$ cat config.mk
export PLATFORM = sky130hd
export DESIGN_NAME = sorted_membership_set
export DESIGN_NICKNAME = d
export VERILOG_FILES = /design/src/sv/sms_pkg.sv /design/src/sv/sms_cell.sv /design/src/sv/sorted_membership_set.sv
export SDC_FILE = /design/constraint.sdc
export NUM_CORES = 2
export LEC_CHECK = 0
export ABC_AREA = 0
export BUFFER_PORTS_ARGS = -buffer_cell sky130_fd_sc_hd__buf_4
export CAP_MARGIN = 20
export CORE_MARGIN = 4
export CORE_UTILIZATION = 55
export DETAILED_ROUTE_END_ITERATION = 10
export HOLD_SLACK_MARGIN = 0.05
export PLACE_DENSITY = 0.76
export SLEW_MARGIN = 20
export SYNTH_ARGS = -nofsm -noshare
export SYNTH_HDL_FRONTEND = slang
export SYNTH_HIERARCHICAL = 1
export SYNTH_SLANG_ARGS = --single-unit
$ cat constraint.sdc
create_clock -name clk -period 5.5 [get_ports clk]
set_input_delay 1.1 -clock clk [delete_from_list [all_inputs] [get_ports clk]]
set_output_delay 1.1 -clock clk [all_outputs]
set_load 0.01 [all_outputs]
$ cat src/sv/sms_pkg.sv
// Shared constants and types for the sorted membership set.
// No dependencies; imported by sms_cell and sorted_membership_set.
package sms_pkg;

  // Set capacity and derived widths
  localparam int CAPACITY = 16;
  localparam int CNT_W    = $clog2(CAPACITY + 1);
  localparam int KEY_W    = 32;
  localparam int FUNC_W   = 2;
  localparam int MCNT_W   = 5;

  // Request codes
  localparam logic [FUNC_W-1:0] OP_ADD   = 2'd0;
  localparam logic [FUNC_W-1:0] OP_DEL   = 2'd1;
  localparam logic [FUNC_W-1:0] OP_TEST  = 2'd2;
  localparam logic [FUNC_W-1:0] OP_CLEAR = 2'd3;

  // Command broadcast from the sequencer to every cell
  typedef struct packed {
    logic cmp_en;    // latch compare flags against the key
    logic shift_up;  // insert key, move larger entries up one cell
    logic shift_dn;  // remove matched entry, move larger entries down
  } sms_cmd_t;

  // Compare flags a cell hands to the sequencer and to its neighbor
  typedef struct packed {
    logic lt;  // entry valid and below the key
    logic eq;  // entry valid and equal to the key
  } sms_stat_t;

endpackage

$ cat src/sv/sms_cell.sv
// One storage cell of the sorted chain: an entry, its compare flags and
// the shift logic toward its neighbors. Depends on sms_pkg.
module sms_cell
  import sms_pkg::*;
(
  input  logic             clk,
  input  logic             rst_n,
  input  logic [CNT_W-1:0] idx,         // position of this cell
  input  logic [CNT_W-1:0] count,       // entries held
  input  logic [KEY_W-1:0] key,
  input  sms_cmd_t         cmd,
  input  logic             prev_lt,     // lower neighbor below key (1 at the bottom)
  input  logic [KEY_W-1:0] prev_entry,
  input  logic [KEY_W-1:0] next_entry,
  output logic [KEY_W-1:0] entry,
  output sms_stat_t        stat
);

  logic [KEY_W-1:0] entry_r;
  logic [KEY_W-1:0] entry_nxt;
  sms_stat_t        stat_r;
  logic             valid;

  assign valid = (idx < count);

  // Compare flags, captured in the compare step before the shift
  always_ff @(posedge clk) begin
    if (!rst_n) begin
      stat_r <= '0;
    end else if (cmd.cmp_en) begin
      stat_r.lt <= valid && (entry_r < key);
      stat_r.eq <= valid && (entry_r == key);
    end
  end

  // Shift selection: cells at or above the key position move
  always_comb begin
    entry_nxt = entry_r;
    if (cmd.shift_up && !stat_r.lt) begin
      entry_nxt = prev_lt ? key : prev_entry;
    end else if (cmd.shift_dn && !stat_r.lt) begin
      entry_nxt = next_entry;
    end
  end

  always_ff @(posedge clk) begin
    entry_r <= entry_nxt;
  end

  assign entry = entry_r;
  assign stat  = stat_r;

endmodule

$ cat src/sv/sorted_membership_set.sv
// Sorted membership set: chain of sms_cell entries plus request sequencer.
// Depends on sms_pkg and sms_cell.
//
// Usage:
//   in_*  : one request per transfer; in_tuser carries the operation
//           (add, delete, test, clear), in_tdata the 32-bit identifier.
//   out_* : one result per request; out_tuser carries ok and full_refused,
//           out_tdata the number of identifiers held after the request.
// Timing: a request is compared in all cells in parallel the cycle after
//   it is taken; the cells shift and the result is registered in the
//   apply step that follows, which waits while an earlier result is
//   still held and not taken. A new request is taken only after the
//   apply step, as the sequencer steps through idle, compare and apply.
// The output register holds a result until taken; the next request is
//   accepted meanwhile and waits in the apply step while out_tready is low.
// Reset (rst_n low, synchronous) empties the set and drops any pending
//   request or result. Entry contents are not cleared; the count gates them.
// Add of a present identifier, or delete/test of an absent one, gives ok 0.
// Add of a new identifier to a full set gives ok 0 and full_refused 1.
module sorted_membership_set
  import sms_pkg::*;
(
  input  logic        clk,
  input  logic        rst_n,
  input  logic        in_tvalid,
  output logic        in_tready,
  input  logic [31:0] in_tdata,   // [31:0] member_id
  input  logic [1:0]  in_tuser,   // [1:0] func
  output logic        out_tvalid,
  input  logic        out_tready,
  output logic [7:0]  out_tdata,  // [4:0] member_count, [7:5] zero
  output logic [1:0]  out_tuser   // [0] ok, [1] full_refused
);

  localparam logic [1:0] ST_IDLE  = 2'd0;
  localparam logic [1:0] ST_CMP   = 2'd1;
  localparam logic [1:0] ST_APPLY = 2'd2;

  logic [1:0]        state_r, state_nxt;
  logic [KEY_W-1:0]  key_r;
  logic [FUNC_W-1:0] func_r;
  logic [CNT_W-1:0]  count_r, count_nxt;
  logic              out_valid_r;
  logic              ok_r, ok_nxt;
  logic              full_r, full_nxt;
  logic [MCNT_W-1:0] mcnt_r;

  sms_cmd_t          cmd;
  logic [KEY_W-1:0]  entry_vec [CAPACITY];
  sms_stat_t         stat_vec  [CAPACITY];
  logic [CAPACITY-1:0] eq_vec;
  logic              hit;
  logic              apply_go;

  // Cell row
  for (genvar i = 0; i < CAPACITY; i++) begin : g_cell
    logic             prev_lt;
    logic [KEY_W-1:0] prev_entry;
    logic [KEY_W-1:0] next_entry;

    if (i == 0) begin : g_bottom
      assign prev_lt    = 1'b1;
      assign prev_entry = key_r;
    end else begin : g_mid
      assign prev_lt    = stat_vec[i-1].lt;
      assign prev_entry = entry_vec[i-1];
    end

    if (i == CAPACITY - 1) begin : g_top
      assign next_entry = entry_vec[i];
    end else begin : g_below
      assign next_entry = entry_vec[i+1];
    end

    sms_cell u_cell (
      .clk        (clk),
      .rst_n      (rst_n),
      .idx        (CNT_W'(i)),
      .count      (count_r),
      .key        (key_r),
      .cmd        (cmd),
      .prev_lt    (prev_lt),
      .prev_entry (prev_entry),
      .next_entry (next_entry),
      .entry      (entry_vec[i]),
      .stat       (stat_vec[i])
    );

    assign eq_vec[i] = stat_vec[i].eq;
  end

  assign hit       = |eq_vec;
  assign in_tready = (state_r == ST_IDLE);
  assign apply_go  = (state_r == ST_APPLY) && (!out_valid_r || out_tready);

  // Sequencer and result decision
  always_comb begin
    state_nxt    = state_r;
    count_nxt    = count_r;
    ok_nxt       = 1'b0;
    full_nxt     = 1'b0;
    cmd          = '0;
    case (state_r)
      ST_IDLE: begin
        if (in_tvalid) state_nxt = ST_CMP;
      end
      ST_CMP: begin
        cmd.cmp_en = 1'b1;
        state_nxt  = ST_APPLY;
      end
      ST_APPLY: begin
        if (apply_go) begin
          state_nxt = ST_IDLE;
          case (func_r)
            OP_ADD: begin
              if (hit) begin
                ok_nxt = 1'b0;
              end else if (count_r == CNT_W'(CAPACITY)) begin
                full_nxt = 1'b1;
              end else begin
                cmd.shift_up = 1'b1;
                count_nxt    = count_r + 1'b1;
                ok_nxt       = 1'b1;
              end
            end
            OP_DEL: begin
              if (hit) begin
                cmd.shift_dn = 1'b1;
                count_nxt    = count_r - 1'b1;
                ok_nxt       = 1'b1;
              end
            end
            OP_TEST: begin
              ok_nxt = hit;
            end
            default: begin
              count_nxt = '0;
              ok_nxt    = 1'b1;
            end
          endcase
        end
      end
      default: begin
        state_nxt = ST_IDLE;
      end
    endcase
  end

  // Control registers
  always_ff @(posedge clk) begin
    if (!rst_n) begin
      state_r     <= ST_IDLE;
      count_r     <= '0;
      out_valid_r <= 1'b0;
    end else begin
      state_r <= state_nxt;
      count_r <= count_nxt;
      if (apply_go) begin
        out_valid_r <= 1'b1;
      end else if (out_tready) begin
        out_valid_r <= 1'b0;
      end
    end
  end

  // Request and result payload
  always_ff @(posedge clk) begin
    if (in_tvalid && in_tready) begin
      key_r  <= in_tdata;
      func_r <= in_tuser;
    end
    if (apply_go) begin
      ok_r   <= ok_nxt;
      full_r <= full_nxt;
      mcnt_r <= MCNT_W'(count_nxt);
    end
  end

  assign out_tvalid = out_valid_r;
  assign out_tdata  = {3'b000, mcnt_r};
  assign out_tuser  = {full_r, ok_r};

`ifndef SYNTHESIS
  a_count_bound: assert property (@(posedge clk) disable iff (!rst_n)
    count_r <= CNT_W'(CAPACITY))
    else $error("count exceeds capacity");

  a_rise_after_apply: assert property (@(posedge clk) disable iff (!rst_n)
    $rose(out_tvalid) |-> $past(state_r == ST_APPLY))
    else $error("result appeared without an apply step");

  a_accept_to_cmp: assert property (@(posedge clk) disable iff (!rst_n)
    (in_tvalid && in_tready) |=> (state_r == ST_CMP))
    else $error("accepted request did not enter compare");

  a_full_not_ok: assert property (@(posedge clk) disable iff (!rst_n)
    (out_tvalid && out_tuser[1]) |-> !out_tuser[0])
    else $error("full_refused set together with ok");
`endif

endmodule
==> results.txt <==
The mapped cell area came out at 43,930 µm². The leakage power came out at 20.49 nW. The final clock period utilization by the worst path is 72.74%. The number of distinct standard cells referenced by the synthesized netlist is 57. The floorplan step defined a core boundary enclosing 79,130 µm². The synthesized-area fraction occupied by xor and xnor cells came out at 0%. The combinational family with the most area after synthesis is adder cells.

The multiplexer fraction of the synthesized cell area came out at a little under an eighth. The number of nets in the layout is ~5,300. The aggregate global routing overflow is 0.

Setup repair after global routing left no endpoint under its margin. The maximum resistive drop on vdd came out at 212.1 µV. Summed over all instances, the cell type with the most area after synthesis is sky130_fd_sc_hd__edfxtp_1.

The die extent in y came out at ~290 µm. The total negative slack for setup checks is 0 ns. The number of max-cap violations is 0.

The half-perimeter wire length of the detailed placement result is between 70 and 80 mm. The number of antenna violations at the first check in global routing came out at 0. The number of enable flip-flop cells after synthesis came out at 553. The length of the first detailed-routing pass in iterations is 7. The number of rows created at floorplan is 103. After synthesis, the mean cell area works out to 9.483 µm².

The library cell contributing the largest single delay on the critical path is sky130_fd_sc_hd__nor2_4. The floorplan step defined a die boundary enclosing 84,450 µm². In the synthesized netlist the dominant register cell turns out to be sky130_fd_sc_hd__edfxtp_1. The clock share of power came out at 44.6%. The deepest clock path buffer count came out at 3. Routability-driven placement finished with a final weighted congestion of 0.8323. The number of global-route vias before repair came out at 34,009. The highest achievable clock rate is 250.0 MHz. The share of layout cells above drive strength 1 is 7.460%.

The number of hold violations in the final report is 0. The cell internal power dissipation came out at 8.399 mW. Port buffering added 46 buffers. The violation count after the first detailed-routing iteration came out at 2,728. The total clock buffers created by CTS is approximately 70. At the later pin of the worst-skew pair, clock insertion delay measures 0.63 ns. The number of post-CTS setup repair buffers is 0. For this design the total switching power over the nets is 2.725 mW.

The flip-flop and latch count after synthesis came out at just under 600. The worst-case clock skew came out at 0.02867 ns. The endpoint type of the worst setup path is a flop. The placed instance area is 45,720 µm². The post-detailed-routing wire length is 107.6 mm.

The cell count after synthesis came out at 4,632. In this run the power density over the cells is 230.4 nW/µm². The average wire per cell in the routed design came out at 18.49 µm. Hold repair after CTS inserted 0 buffers. TritonCTS built the clock tree. After layout, the minimum clock period comes to between 4 and 5 ns. The worst setup path is launched from a flop. The initial cell density of the core is 55.51%.

The global-route wire length before repair is 175.0 mm. In the global route stage, overall resource usage came out at 24.72%. The cell at the root of the clock tree is sky130_fd_sc_hd__clkbuf_16.

After layout, the design draws a total of between 10 and 15 mW. Setup violations remaining at the end of the flow were counted as 0. Data arrives at the worst endpoint at approximately 4.3 ns. The area fraction in compound gates after synthesis came out at 12.54%.

The sequential cell area fraction in the yosys report came out at around two fifths. The area growth from synthesis to layout is 9.893%. The worst setup path is of the reg2reg kind. For the worst setup path, the data required time is 5.81 ns.

The count of yosys warnings during synthesis came out at 6. The number of vias per cell after detailed routing is 5.851. The share of total power in combinational logic came out at 10.5%. The number of H-tree branching levels is 3.

The number of primary I/O pins came out at 50. The width of the die came out at just under 300 µm. The worst hold path belongs to the class reg2reg. The via count is 34,073.

In the post-synthesis netlist, the biggest area contributors are sky130_fd_sc_hd__edfxtp_1 38%, sky130_fd_sc_hd__ha_1 17%, sky130_fd_sc_hd__mux2i_1 12%. Along the worst path, the maximum fanout reaches 64. In this run the tightest slew margin relative to its limit is 30.90%.

The flow ran to the end, and the final reports show no timing, DRC or antenna violations. The number of buffer and inverter stages on the critical path came out at 1. The kind of cell with the highest combined delay along the critical path is simple AND/OR/NAND/NOR gates. The slew at the pin closest to its max-slew limit came out at a little over 1 ns. The clock-pin slew on the worst setup and hold paths came out at 0.06 ns. The signal on the critical path passes through nor4_1 -> and4_1 -> nand3_4 -> nor2_4 -> buf_4 -> nand2b_2 -> nand2_1 -> o21ai_0.

The max-slew violation count came to 0. Gates resized during post-CTS repair numbered 0. The DRC violation count after routing came out at 0. Net switching is roughly a quarter of the power.

The clock sink total came out at 593. The pin count of the biggest net entering global routing came out at 65. The sequential group share of total power came out at 44.9%.

The synthesized netlist devotes between 10% and 20% of its cell area to simple gates. The post-layout instance area is 48,270 µm². Once detail routing completed, the nets flagged for antenna violations numbered 0. Summing the areas of all fa, ha and maj instances in the mapped netlist gives ~17% of the synthesized area.

The share of async-settable or async-resettable flops after synthesis came out at 0%. In this run the biggest area consumer among cell types represents 37.80% of the synthesized area. The critical path's largest stage delay came out at 0.67 ns.
[Yosys cell counts (32+ instances only)]
cell	number
sky130_fd_sc_hd__inv_1	615
sky130_fd_sc_hd__clkbuf_1	130
sky130_fd_sc_hd__a21o_1	32
sky130_fd_sc_hd__nor2b_1	53
sky130_fd_sc_hd__buf_2	49
sky130_fd_sc_hd__nor4_1	38
sky130_fd_sc_hd__a21oi_1	262
sky130_fd_sc_hd__nor2_1	102
sky130_fd_sc_hd__nand3_1	50
sky130_fd_sc_hd__nand2_1	667
sky130_fd_sc_hd__mux2i_1	514
sky130_fd_sc_hd__nand4_1	97
sky130_fd_sc_hd__ha_1	582
sky130_fd_sc_hd__o21ai_0	594
sky130_fd_sc_hd__edfxtp_1	553
sky130_fd_sc_hd__nand2b_1	67
sky130_fd_sc_hd__dfxtp_1	40
[registers in the layout, summed over array words and instances (netlist names)]
register,cells
g_cell.u_cell/stat,32
out_tvalid,1
state_r,2
ok_r,1
func_r,2
mcnt_r,5
g_cell.u_cell/entry,512
full_r,1
count_r,5
g_cell.prev_entry,32
[worst register-to-register path: cells and delay by family, from the launching register on]
kind,cells,cell delay [ns]
buf+inv,1,0.44
compound gates,1,0.12
simple gates,6,2.75
flops,1,0.37
[metrics by stage]
step | worst slack, ns | hold WS, ns | cells | utilization [%]
final | 1.500 | 0.4798 | 5823 | 61.00
after global routing | 1.217 | 0.4950 | 5822 | 61.00
after CTS | 1.648 | 0.4745 | 5818 | 60.84
after detailed placement | 1.623 | 0.4652 | 5690 | 57.78
after global placement | 1.731 | 0.4589 | 5689 | 57.76
after floorplan | 1.130 | 0.4438 | 4714 | -
[power by group through the flow]
| stage | combinational (mW) | sequential, mW | clock, mW |
|---|---|---|---|
| floorplan | 0.749 | 5.16 | 0 |
| detailed placement | 1.12 | 5.10 | 0 |
| finish | 1.16 | 5.00 | 4.96 |
| global route | 1.32 | 5.00 | 5.21 |
| global placement | 1.05 | 5.11 | 0 |
| CTS | 1.13 | 5.01 | 5.02 |
[placed cells by master (no fill, tap or decap), drive strengths merged, types with 2 or more instances in the layout]
| cell type | netlist | routed |
|---|---|---|
| bufinv | 0 | 10 |
| and2 | 2 | 2 |
| o21ai | 596 | 596 |
| nor4 | 40 | 40 |
| clkinv | 0 | 26 |
| nand3b | 16 | 16 |
| nand4 | 97 | 97 |
| nor3 | 17 | 17 |
| edfxtp | 553 | 553 |
| buf | 56 | 116 |
| o211ai | 2 | 2 |
| o31ai | 17 | 17 |
| dfxtp | 40 | 40 |
| nand2 | 667 | 667 |
| a31oi | 17 | 17 |
| a221oi | 17 | 17 |
| conb | 2 | 84 |
| a21boi | 19 | 19 |
| and4bb | 16 | 16 |
| mux2i | 514 | 514 |
| nor2 | 102 | 102 |
| nand3 | 51 | 51 |
| nor2b | 53 | 53 |
| nand2b | 67 | 67 |
| inv | 616 | 619 |
| a21o | 32 | 32 |
| a21oi | 262 | 262 |
| a221o | 16 | 16 |
| clkbuf | 130 | 89 |
| and3 | 17 | 17 |
| ha | 582 | 582 |
[worst paths after layout]
kind	startpoint	endpoint	slack [ns]	cells after the start
hold reg to reg	g_cell[10].u_cell/stat[0]$_SDFFE_PN0P_	g_cell[10].u_cell/stat[0]$_SDFFE_PN0P_	0.48	2
hold / removal	g_cell[10].u_cell/stat[0]$_SDFFE_PN0P_	g_cell[10].u_cell/stat[0]$_SDFFE_PN0P_	0.48	2
setup / recovery	g_cell[2].u_cell/stat[0]$_SDFFE_PN0P_	g_cell[12].u_cell/entry[11]$_DFFE_PP_	1.50	8
setup reg to reg	g_cell[2].u_cell/stat[0]$_SDFFE_PN0P_	g_cell[12].u_cell/entry[11]$_DFFE_PP_	1.50	8
[routing by layer]
metal  share of wire (%)  up-vias  wire length, µm  GRT usage (%)
met4                 1.3        0             1430          5.383
met2                  48      936            51500          41.86
met5                   0        -                0              0
met3                 6.0      117             6470          2.896
met1                  45    16456            48250          34.30
li1                    -    16564                -              -
[cell families after synthesis]
family                   count (synthesis)
adder cells (fa/ha/maj)                582
buffers and inverters                  802
AO/OA/AOI/OAI                          988
multiplexers                           514
other                                    2
AND/OR/NAND/NOR                       1151
flip-flops                             593
[area by class of cell]
class	count	area, µm²
Antenna cell	1	2.502
Sequential cell	593	17430
Multi-Input combinational cell	3319	23890
Clock buffer	89	1969
Tap cell	1050	1314
Inverter	616	2312
Clock inverter	39	451.7
Fill cell	6400	30860
Timing Repair Buffer	116	908.4
Power figures use the tool's default switching activity.
